===== src/hw/rtl/pnsf_pkg.sv =====
// Package for the pink noise shaping filter: state codes, config register indexes,
// the shared multiplier's fixed widths and the fixed-point filter coefficients.
// It has no dependencies.
package pnsf_pkg;

    localparam int FRAC       = 24;
    localparam int MUL_A_W    = 32;
    localparam int CHUNK_W    = 31;
    localparam int MUL_B_W    = 25;
    localparam int CFG_DATA_W = 16;
    localparam int CLAMP_EXP  = 40;
    localparam int CLAMP_W    = CLAMP_EXP + 2;
    localparam int SECTIONS   = 7;
    localparam int NUM_POLES  = 6;

    localparam logic [2:0] TAP_IDX   = 3'd6;
    localparam logic [2:0] LAST_POLE = 3'd5;

    localparam logic CFG_NOISE_MODE  = 1'b0;
    localparam logic CFG_OUTPUT_GAIN = 1'b1;

    localparam logic [CFG_DATA_W-1:0] GAIN_RESET = 16'd32768;

    localparam logic signed [MUL_B_W-1:0] C_POLE [NUM_POLES] = '{
        25'sd16758090, 25'sd16665144, 25'sd16257122,
        25'sd14537458, 25'sd9227469, -25'sd12777528
    };
    localparam logic signed [MUL_B_W-1:0] C_WHITE [NUM_POLES] = '{
        25'sd931436, 25'sd1259565, 25'sd2581208,
        25'sd5209084, 25'sd8941454, -25'sd283501
    };
    localparam logic signed [MUL_B_W-1:0] C_DIRECT = 25'sd8995943;
    localparam logic signed [MUL_B_W-1:0] C_TAP    = 25'sd1944916;
    localparam logic signed [MUL_B_W-1:0] C_SCALE  = 25'sd1845494;

    typedef enum logic [2:0] {
        ST_IDLE,
        ST_SEC_P,
        ST_SEC_W,
        ST_DIRECT,
        ST_TAP,
        ST_SCALE,
        ST_GAIN,
        ST_EMIT
    } t_state;

    typedef struct packed {
        logic start;
        logic gain_shift;
    } t_mac_req;

    typedef struct packed {
        logic busy;
        logic done;
    } t_mac_status;

    // Index of the most significant multiplier chunk for an operand of w bits.
    function automatic int f_top_chunk(input int w);
        return (w <= MUL_A_W) ? 0 : (w - MUL_A_W + CHUNK_W - 1) / CHUNK_W;
    endfunction

endpackage


===== src/hw/rtl/pink_noise_shaping_filter_top.sv =====
// Pink noise shaping filter, top level: handshakes, config registers, filter state,
// sequencer and output register. Depends on pnsf_pkg and pnsf_mac.
//
// Each input beat is one white-noise sample; each output beat is one gain-scaled and
// saturated sample, shaped by the filter in pink mode. All products go through one shared
// 32x25 multiplier that walks its wide operand in 31-bit chunks and then hands over the
// rounded result. At the default widths a pink-mode sample takes 16 products (14
// single-chunk, 2 two-chunk), and a white-mode sample takes one two-chunk product. The
// output register lets a new sample be taken while the previous result waits. The seven
// filter registers are cleared by reset.
module pink_noise_shaping_filter_top
    import pnsf_pkg::*;
#(
    parameter int SAMPLE_WIDTH = 16,
    parameter int ACC_WIDTH    = 32
) (
    input  logic                           i_clk,
    input  logic                           i_rst_n,
    input  logic                           i_cfg_we,
    input  logic                           i_cfg_index,
    input  logic [CFG_DATA_W-1:0]          i_cfg_data,
    input  logic                           i_in_valid,
    output logic                           o_in_ready,
    input  logic signed [SAMPLE_WIDTH-1:0] i_white_sample,
    output logic                           o_out_valid,
    input  logic                           i_out_ready,
    output logic signed [SAMPLE_WIDTH-1:0] o_noise_sample
);

    localparam int WQ_W    = FRAC + 1;
    localparam int WQ_SH   = WQ_W - SAMPLE_WIDTH;
    localparam int SUM_W   = ACC_WIDTH + 3;
    localparam int OPW     = (SUM_W > CLAMP_W) ? SUM_W : CLAMP_W;
    localparam int NMAX    = f_top_chunk(OPW) + 1;
    localparam int OPR_W   = CHUNK_W * (NMAX - 1) + MUL_A_W;
    localparam int IDX_W   = (NMAX > 1) ? $clog2(NMAX) : 1;
    localparam int PROD_W  = OPR_W + MUL_B_W;
    localparam int GAIN_SH = 15 + WQ_SH;

    localparam logic [IDX_W-1:0] TOP_ACC = IDX_W'(f_top_chunk(ACC_WIDTH));
    localparam logic [IDX_W-1:0] TOP_WQ  = IDX_W'(f_top_chunk(WQ_W));
    localparam logic [IDX_W-1:0] TOP_SUM = IDX_W'(f_top_chunk(SUM_W));
    localparam logic [IDX_W-1:0] TOP_CL  = IDX_W'(f_top_chunk(CLAMP_W));

    localparam logic signed [ACC_WIDTH-1:0] ACC_MAX = {1'b0, {(ACC_WIDTH-1){1'b1}}};
    localparam logic signed [ACC_WIDTH-1:0] ACC_MIN = {1'b1, {(ACC_WIDTH-1){1'b0}}};
    localparam logic signed [SAMPLE_WIDTH-1:0] OUT_MAX = {1'b0, {(SAMPLE_WIDTH-1){1'b1}}};
    localparam logic signed [SAMPLE_WIDTH-1:0] OUT_MIN = {1'b1, {(SAMPLE_WIDTH-1){1'b0}}};
    localparam logic signed [PROD_W-1:0] OUT_HI = PROD_W'(OUT_MAX);
    localparam logic signed [PROD_W-1:0] OUT_LO = PROD_W'(OUT_MIN);
    localparam logic signed [PROD_W-1:0] CL_HI  = PROD_W'(1) <<< CLAMP_EXP;
    localparam logic signed [PROD_W-1:0] CL_LO  = -CL_HI;

    t_state                          r_state;
    t_state                          n_state;
    logic                            r_noise_mode;
    logic [CFG_DATA_W-1:0]           r_output_gain;
    logic signed [ACC_WIDTH-1:0]     r_sec_q [SECTIONS];
    logic [2:0]                      r_sec;
    logic signed [WQ_W-1:0]          r_wq;
    logic signed [ACC_WIDTH:0]       r_part;
    logic signed [SUM_W-1:0]         r_sum;
    logic signed [CLAMP_W-1:0]       r_scaled;
    logic                            r_out_valid;
    logic signed [SAMPLE_WIDTH-1:0]  r_out;

    t_mac_req                        mac_req;
    t_mac_status                     mac_st;
    logic [IDX_W-1:0]                mac_top;
    logic signed [OPR_W-1:0]         mac_a;
    logic signed [MUL_B_W-1:0]       mac_b;
    logic signed [PROD_W-1:0]        res;

    logic                            in_acc;
    logic                            out_free;
    logic                            emit;
    logic                            mul_state;
    logic signed [WQ_W-1:0]          wq_in;
    logic signed [ACC_WIDTH:0]       res_acc;
    logic signed [ACC_WIDTH:0]       sec_sum;
    logic signed [ACC_WIDTH-1:0]     sec_sat;
    logic signed [ACC_WIDTH-1:0]     tap_sat;
    logic signed [CLAMP_W-1:0]       clamp_val;
    logic signed [SAMPLE_WIDTH-1:0]  out_val;

    pnsf_mac #(
        .P_OPR_W      (OPR_W),
        .P_IDX_W      (IDX_W),
        .P_PROD_W     (PROD_W),
        .P_GAIN_SHIFT (GAIN_SH)
    ) u_mac (
        .i_clk    (i_clk),
        .i_rst_n  (i_rst_n),
        .i_req    (mac_req),
        .i_top    (mac_top),
        .i_a      (mac_a),
        .i_b      (mac_b),
        .o_status (mac_st),
        .o_result (res)
    );

    assign o_in_ready     = (r_state == ST_IDLE);
    assign in_acc         = i_in_valid && o_in_ready;
    assign out_free       = !r_out_valid || i_out_ready;
    assign emit           = (r_state == ST_EMIT) && out_free;
    assign o_out_valid    = r_out_valid;
    assign o_noise_sample = r_out;
    assign wq_in          = $signed({i_white_sample, {WQ_SH{1'b0}}});

    always_comb begin
        res_acc = $signed(res[ACC_WIDTH:0]);
        sec_sum = r_part + res_acc;
        if (sec_sum[ACC_WIDTH] != sec_sum[ACC_WIDTH-1]) begin
            sec_sat = sec_sum[ACC_WIDTH] ? ACC_MIN : ACC_MAX;
        end else begin
            sec_sat = sec_sum[ACC_WIDTH-1:0];
        end
        if (res_acc[ACC_WIDTH] != res_acc[ACC_WIDTH-1]) begin
            tap_sat = res_acc[ACC_WIDTH] ? ACC_MIN : ACC_MAX;
        end else begin
            tap_sat = res_acc[ACC_WIDTH-1:0];
        end
        if (res > CL_HI) begin
            clamp_val = CLAMP_W'(CL_HI);
        end else if (res < CL_LO) begin
            clamp_val = CLAMP_W'(CL_LO);
        end else begin
            clamp_val = res[CLAMP_W-1:0];
        end
        if (res > OUT_HI) begin
            out_val = OUT_MAX;
        end else if (res < OUT_LO) begin
            out_val = OUT_MIN;
        end else begin
            out_val = res[SAMPLE_WIDTH-1:0];
        end
    end

    always_comb begin
        n_state = r_state;
        unique case (r_state)
            ST_IDLE: begin
                if (in_acc) begin
                    n_state = r_noise_mode ? ST_SEC_P : ST_GAIN;
                end
            end
            ST_SEC_P: begin
                if (mac_st.done) begin
                    n_state = ST_SEC_W;
                end
            end
            ST_SEC_W: begin
                if (mac_st.done) begin
                    n_state = (r_sec == LAST_POLE) ? ST_DIRECT : ST_SEC_P;
                end
            end
            ST_DIRECT: begin
                if (mac_st.done) begin
                    n_state = ST_TAP;
                end
            end
            ST_TAP: begin
                if (mac_st.done) begin
                    n_state = ST_SCALE;
                end
            end
            ST_SCALE: begin
                if (mac_st.done) begin
                    n_state = ST_GAIN;
                end
            end
            ST_GAIN: begin
                if (mac_st.done) begin
                    n_state = ST_EMIT;
                end
            end
            ST_EMIT: begin
                if (out_free) begin
                    n_state = ST_IDLE;
                end
            end
            default: n_state = ST_IDLE;
        endcase
    end

    always_comb begin
        mul_state          = 1'b0;
        mac_req.gain_shift = 1'b0;
        mac_top            = '0;
        mac_a              = '0;
        mac_b              = '0;
        unique case (r_state)
            ST_SEC_P: begin
                mul_state = 1'b1;
                mac_top   = TOP_ACC;
                mac_a     = OPR_W'(r_sec_q[r_sec]);
                mac_b     = C_POLE[r_sec];
            end
            ST_SEC_W: begin
                mul_state = 1'b1;
                mac_top   = TOP_WQ;
                mac_a     = OPR_W'(r_wq);
                mac_b     = C_WHITE[r_sec];
            end
            ST_DIRECT: begin
                mul_state = 1'b1;
                mac_top   = TOP_WQ;
                mac_a     = OPR_W'(r_wq);
                mac_b     = C_DIRECT;
            end
            ST_TAP: begin
                mul_state = 1'b1;
                mac_top   = TOP_WQ;
                mac_a     = OPR_W'(r_wq);
                mac_b     = C_TAP;
            end
            ST_SCALE: begin
                mul_state = 1'b1;
                mac_top   = TOP_SUM;
                mac_a     = OPR_W'(r_sum);
                mac_b     = C_SCALE;
            end
            ST_GAIN: begin
                mul_state          = 1'b1;
                mac_req.gain_shift = 1'b1;
                mac_top            = TOP_CL;
                mac_a              = OPR_W'(r_scaled);
                mac_b              = $signed({{(MUL_B_W-CFG_DATA_W){1'b0}}, r_output_gain});
            end
            default: begin
                mul_state = 1'b0;
            end
        endcase
        mac_req.start = mul_state && !mac_st.busy && !mac_st.done;
    end

    always_ff @(posedge i_clk) begin
        if (!i_rst_n) begin
            r_state       <= ST_IDLE;
            r_noise_mode  <= 1'b0;
            r_output_gain <= GAIN_RESET;
            r_out_valid   <= 1'b0;
            r_sec         <= '0;
            for (int k = 0; k < SECTIONS; k++) begin
                r_sec_q[k] <= '0;
            end
        end else begin
            r_state <= n_state;
            if (i_cfg_we) begin
                unique case (i_cfg_index)
                    CFG_NOISE_MODE:  r_noise_mode  <= i_cfg_data[0];
                    CFG_OUTPUT_GAIN: r_output_gain <= i_cfg_data;
                    default:         r_noise_mode  <= r_noise_mode;
                endcase
            end
            if (emit) begin
                r_out_valid <= 1'b1;
            end else if (i_out_ready) begin
                r_out_valid <= 1'b0;
            end
            if (in_acc) begin
                r_sec <= '0;
            end else if ((r_state == ST_SEC_W) && mac_st.done) begin
                r_sec <= (r_sec == LAST_POLE) ? 3'd0 : r_sec + 3'd1;
            end
            if ((r_state == ST_SEC_W) && mac_st.done) begin
                r_sec_q[r_sec] <= sec_sat;
            end
            if ((r_state == ST_TAP) && mac_st.done) begin
                r_sec_q[TAP_IDX] <= tap_sat;
            end
        end
    end

    always_ff @(posedge i_clk) begin
        if (in_acc) begin
            r_wq     <= wq_in;
            r_scaled <= CLAMP_W'(wq_in);
            r_sum    <= '0;
        end
        if (mac_st.done) begin
            unique case (r_state)
                ST_SEC_P:  r_part   <= res_acc;
                ST_SEC_W:  r_sum    <= r_sum + SUM_W'(sec_sat);
                ST_DIRECT: r_sum    <= r_sum + SUM_W'(r_sec_q[TAP_IDX])
                                     + $signed(res[SUM_W-1:0]);
                ST_SCALE:  r_scaled <= clamp_val;
                default:   r_part   <= r_part;
            endcase
        end
        if (emit) begin
            r_out <= out_val;
        end
    end

    a_ready_mac_quiet: assert property (@(posedge i_clk) disable iff (!i_rst_n)
        o_in_ready |-> (!mac_st.busy && !mac_st.done))
        else $error("Input ready while the multiplier still holds work.");

    a_accept_leaves_idle: assert property (@(posedge i_clk) disable iff (!i_rst_n)
        (i_in_valid && o_in_ready) |=> (r_state != ST_IDLE))
        else $error("Accepted beat did not start the sequencer.");

    a_gain_to_emit: assert property (@(posedge i_clk) disable iff (!i_rst_n)
        ((r_state == ST_GAIN) && mac_st.done) |=> (r_state == ST_EMIT))
        else $error("Gain product was not handed to the output stage.");

    a_emit_fills_out: assert property (@(posedge i_clk) disable iff (!i_rst_n)
        ((r_state == ST_EMIT) && !r_out_valid) |=> o_out_valid)
        else $error("Free output register was not loaded.");

endmodule


===== src/hw/rtl/pnsf_mac.sv =====
// Shared multiply unit of the pink noise filter: a 32x25 signed multiplier walks a wide
// operand one chunk per cycle, most significant first, then rounds half up.
// Depends on pnsf_pkg.
module pnsf_mac
    import pnsf_pkg::*;
#(
    parameter int P_OPR_W      = 63,
    parameter int P_IDX_W      = 1,
    parameter int P_PROD_W     = 88,
    parameter int P_GAIN_SHIFT = 24
) (
    input  logic                       i_clk,
    input  logic                       i_rst_n,
    input  t_mac_req                   i_req,
    input  logic [P_IDX_W-1:0]         i_top,
    input  logic signed [P_OPR_W-1:0]  i_a,
    input  logic signed [MUL_B_W-1:0]  i_b,
    output t_mac_status                o_status,
    output logic signed [P_PROD_W-1:0] o_result
);

    localparam logic signed [P_PROD_W-1:0] HALF_COEF = P_PROD_W'(1) <<< (FRAC - 1);
    localparam logic signed [P_PROD_W-1:0] HALF_GAIN = P_PROD_W'(1) <<< (P_GAIN_SHIFT - 1);

    logic                              r_busy;
    logic                              r_done;
    logic                              r_gsh;
    logic [P_IDX_W-1:0]                r_idx;
    logic signed [P_PROD_W-1:0]        r_acc;

    logic                              active;
    logic                              first;
    logic                              last;
    logic                              gsh;
    logic [P_IDX_W-1:0]                idx;
    logic signed [MUL_A_W-1:0]         chunk;
    logic signed [MUL_A_W+MUL_B_W-1:0] prod;
    logic signed [P_PROD_W-1:0]        n_acc;

    always_comb begin
        first  = !r_busy;
        active = r_busy || i_req.start;
        idx    = r_busy ? r_idx : i_top;
        last   = (idx == '0);
        gsh    = first ? i_req.gain_shift : r_gsh;
        if (first) begin
            chunk = $signed(i_a[idx*CHUNK_W +: MUL_A_W]);
        end else begin
            chunk = $signed({1'b0, i_a[idx*CHUNK_W +: CHUNK_W]});
        end
        prod  = chunk * i_b;
        n_acc = (first ? '0 : (r_acc <<< CHUNK_W)) + P_PROD_W'(prod)
              + (last ? (gsh ? HALF_GAIN : HALF_COEF) : '0);
    end

    always_ff @(posedge i_clk) begin
        if (!i_rst_n) begin
            r_busy <= 1'b0;
            r_done <= 1'b0;
        end else begin
            r_done <= active && last;
            if (active) begin
                r_busy <= !last;
            end
        end
    end

    always_ff @(posedge i_clk) begin
        if (active) begin
            r_acc <= n_acc;
            r_idx <= idx - P_IDX_W'(1);
            if (first) begin
                r_gsh <= i_req.gain_shift;
            end
        end
    end

    assign o_status.busy = r_busy;
    assign o_status.done = r_done;
    assign o_result      = r_gsh ? (r_acc >>> P_GAIN_SHIFT) : (r_acc >>> FRAC);

endmodule


===== config.mk =====
export PLATFORM = sky130hd
export DESIGN_NAME = pink_noise_shaping_filter_top
export DESIGN_NICKNAME = d
export VERILOG_FILES = /design/src/hw/rtl/pnsf_pkg.sv /design/src/hw/rtl/pink_noise_shaping_filter_top.sv /design/src/hw/rtl/pnsf_mac.sv
export SDC_FILE = /design/constraint.sdc
export NUM_CORES = 2
export LEC_CHECK = 0
export BUFFER_PORTS_ARGS = -buffer_cell sky130_fd_sc_hd__buf_2
export CAP_MARGIN = 10
export CORE_ASPECT_RATIO = 0.8
export CORE_MARGIN = 8
export CORE_UTILIZATION = 50
export CTS_CLUSTER_DIAMETER = 120
export DETAILED_ROUTE_END_ITERATION = 10
export GPL_TIMING_DRIVEN = 0
export PLACE_DENSITY = 0.64
export SYNTH_ARGS = -nofsm -noshare
export SYNTH_HDL_FRONTEND = slang
export SYNTH_SLANG_ARGS = --single-unit

===== constraint.sdc =====
create_clock -name i_clk -period 17.68 [get_ports i_clk]
set_input_delay 1.768 -clock i_clk [delete_from_list [all_inputs] [get_ports i_clk]]
set_output_delay 1.768 -clock i_clk [all_outputs]
set_load 0.1 [all_outputs]

==> reports/summary.txt <==
CP Capture Type -> flop
Non-filler cells, final -> 8059
Status -> finished, violations left
CP Launch Type -> flop
Number of global-route vias before repair -> 47500
Detailed-router iteration count before antenna repair -> 8
Synthesized area per cell -> 9.44 µm²
Hpwl dp -> 188 mm
Worst setup margin -> 0.428 ns
Async SR Flop Fraction -> 0
CTS buffer count -> 48
DR iter-0 viols -> 6431
Drt wl/cell -> 28.4 µm
CP max-delay cell -> o22ai_1
Die height -> 325 µm
Mapped Cells -> 6309
Synth Warn # -> 0
Hold EP -> r_scaled[4]
Area leader, netlist -> fa_1
Layout cell share with drive strength beyond 1 -> 0.0559
Cell area after layout -> 0.0641 mm²
Max FO, Critical Path -> 13
Die Area -> 0.130 mm²
Clock sink count -> 516
GRT Util Overall -> 0.345
Worst skew pair latency -> 0.64 ns
Clk root buf -> clkbuf_16
Max-cap violations -> 0
Global-route wire length before repair -> 331 mm
FF-to-FF End -> u_mac.r_acc[86]
Top post-synthesis cells by area -> fa_1, edfxtp_1, ha_1
Post-Synthesis Cell Area -> 0.0595 mm²
Total global routing overflow -> 0
Place WS -> 0.186 ns
Setup_tns -> 0 ns
Initial core utilization -> 0.503
Achievable frequency -> 0.0580 GHz
Row cnt -> 113
Largest net degree at the start of global routing -> 34
#FFs+latches synth -> 516
R2r startpoint -> r_state[2]
Slew headroom -> -0.00532
Syn_nets -> 7513
Clk slew on worst S/H paths -> 0.07 ns
RSZ-0062 raised after global routing -> no
Final Max Tran Viols -> 2
Cts hold-fix bufs -> 0
Count leader, synth -> inv_1
Synth top cells by count -> inv_1, fa_1, nor2_1
WHS Path Cells -> 1
Final nets -> 7664
Critical path class -> reg -> reg
Failing checks -> slew limit
Core Region -> 0.118 mm²
Drt drc -> 0
Worst Hold Class -> reg -> reg
Initial antenna violation count -> 19
Setup violators final -> 0
Main synth FF type -> edfxtp_1
Share of the yosys chip area belonging to registers -> 0.242
Fin crit share -> 0.976
Syn-to-layout area delta -> 7.59%
R2R cell count -> 44
CTS tree -> built
Share of the synthesized area in the top cell type -> 0.288
R2R Setup Slk -> 0.43 ns
PortBufs -> 55
Antenna-violating nets left -> 0
Clock Path Buffers -> 3
WP data required -> 18.07 ns
CP max stage delay -> 0.95 ns
Worst-margin pin slew -> 1.51 ns
Placed inst area -> 0.0623 mm²
# IOs -> 56
Clk_skew -> 0.0421 ns
Critical Path AT -> 17.65 ns
Time the worst path needs with I/O delays and setup -> 17.25 ns
Post-synthesis cell type count -> 100
Placer Congestion -> 1.06
DP Cell Count -> 7950
Vias per cell -> 6.08
Fin. Hold Viols -> 0
Die X -> 402 µm
DR vias -> 49000
Hold Path Origin -> r_scaled[4]
Worst path most repeated cell -> clkbuf_1
CTS H-tree depth -> 2
EDFF count, synth -> 410
Drt total wl -> 229 mm
-- worst max path at each step --
stage | startpoint | to | depth (start not counted)
2_1_floorplan | r_state[0] | u_mac.r_acc[78] | 47
3_3_place_gp | flop | u_mac.r_acc[86] | 49
3_5_place_dp | flop | u_mac.r_acc[86] | 48
5_1_grt | flop | u_mac.r_acc[86] | 52
4_1_cts | flop | u_mac.r_acc[86] | 48
6_report | r_state[2] | u_mac.r_acc[86] | 44
-- layout by cell type (no fill, tap or decap), types with 125 or more instances in the layout --
cell type / count
a21oi_1: 273
clkbuf_1: 298
edfxtp_1: 410
fa_1: 856
ha_1: 310
inv_1: 988
nand2_1: 697
nor2_1: 746
o21ai_0: 230
xnor2_1: 125
-- worst max-delay path: cells and delay by family (launching register included) --
family / cells / cell delay, ns
adders and majority gates: 9 / 4.42
AOI/OAI and AO/OA: 8 / 3.00
DFF: 1 / 0.35
buffers and inverters: 14 / 5.94
and+or+nand+nor: 13 / 3.22
-- metal layers --
metal / vias up / GRT usage / part of all wire / wire length [µm]
li1: 20900 / - / - / -
met1: 24600 / 0.526 / 0.44 / 99500
met2: 3039 / 0.441 / 0.37 / 85100
met3: 432 / 0.144 / 0.16 / 35700
met4: 4 / 0.100 / 0.036 / 8320
met5: - / 0 / 0.00012 / 27
-- stage by stage --
step / util / hold slack, ns
3_5_place_dp: 0.526 / 0.455
4_1_cts: 0.539 / 0.479
5_1_grt: 0.541 / 0.498
2_1_floorplan: - / 0.431
6_report: 0.541 / 0.483
3_3_place_gp: 0.521 / 0.455
-- registers in the layout (all words and copies together), names as in the netlist, 3 cells and up, named ones only --
register / cells
r_sec_q: 256
u_mac.r_acc: 88
r_scaled: 42
r_sum: 35
r_part: 33
o_noise_sample: 16
r_output_gain: 16
r_wq: 16
r_sec: 3
r_state: 3
-- logic make-up after synthesis --
group                      after synthesis  share of synthesized area
AOI/OAI and AO/OA                     1043                      0.114
xor gates and xnor gates               205                     0.0306
adders and majority gates             1168                      0.353
muxes                                  137                     0.0371
DFF                                    516                      0.242
buffers and inverters                 1322                     0.0837
and+or+nand+nor                       1918                      0.139
-- area by class of cell --
cell class	instances	area [µm²]
Multi-Input combinational cell	4471	40300
Antenna cell	8	20.0
Clock buffer	59	1290
Clock inverter	30	318
Sequential cell	516	14400
Inverter	996	3740
Fill cell	10900	54400
Timing Repair Buffer	101	823
Buffer	326	1250
Tap cell	1552	1940
-- what timing repair did --
action	in CTS	in global routing
endpoints found under the setup margin	0	11
gates resized for setup	0	8
setup buffers	0	1
Power is left out: the tool's default activity adds up to more than one toggle a clock period on the data nets, which glitch-free logic cannot reach.
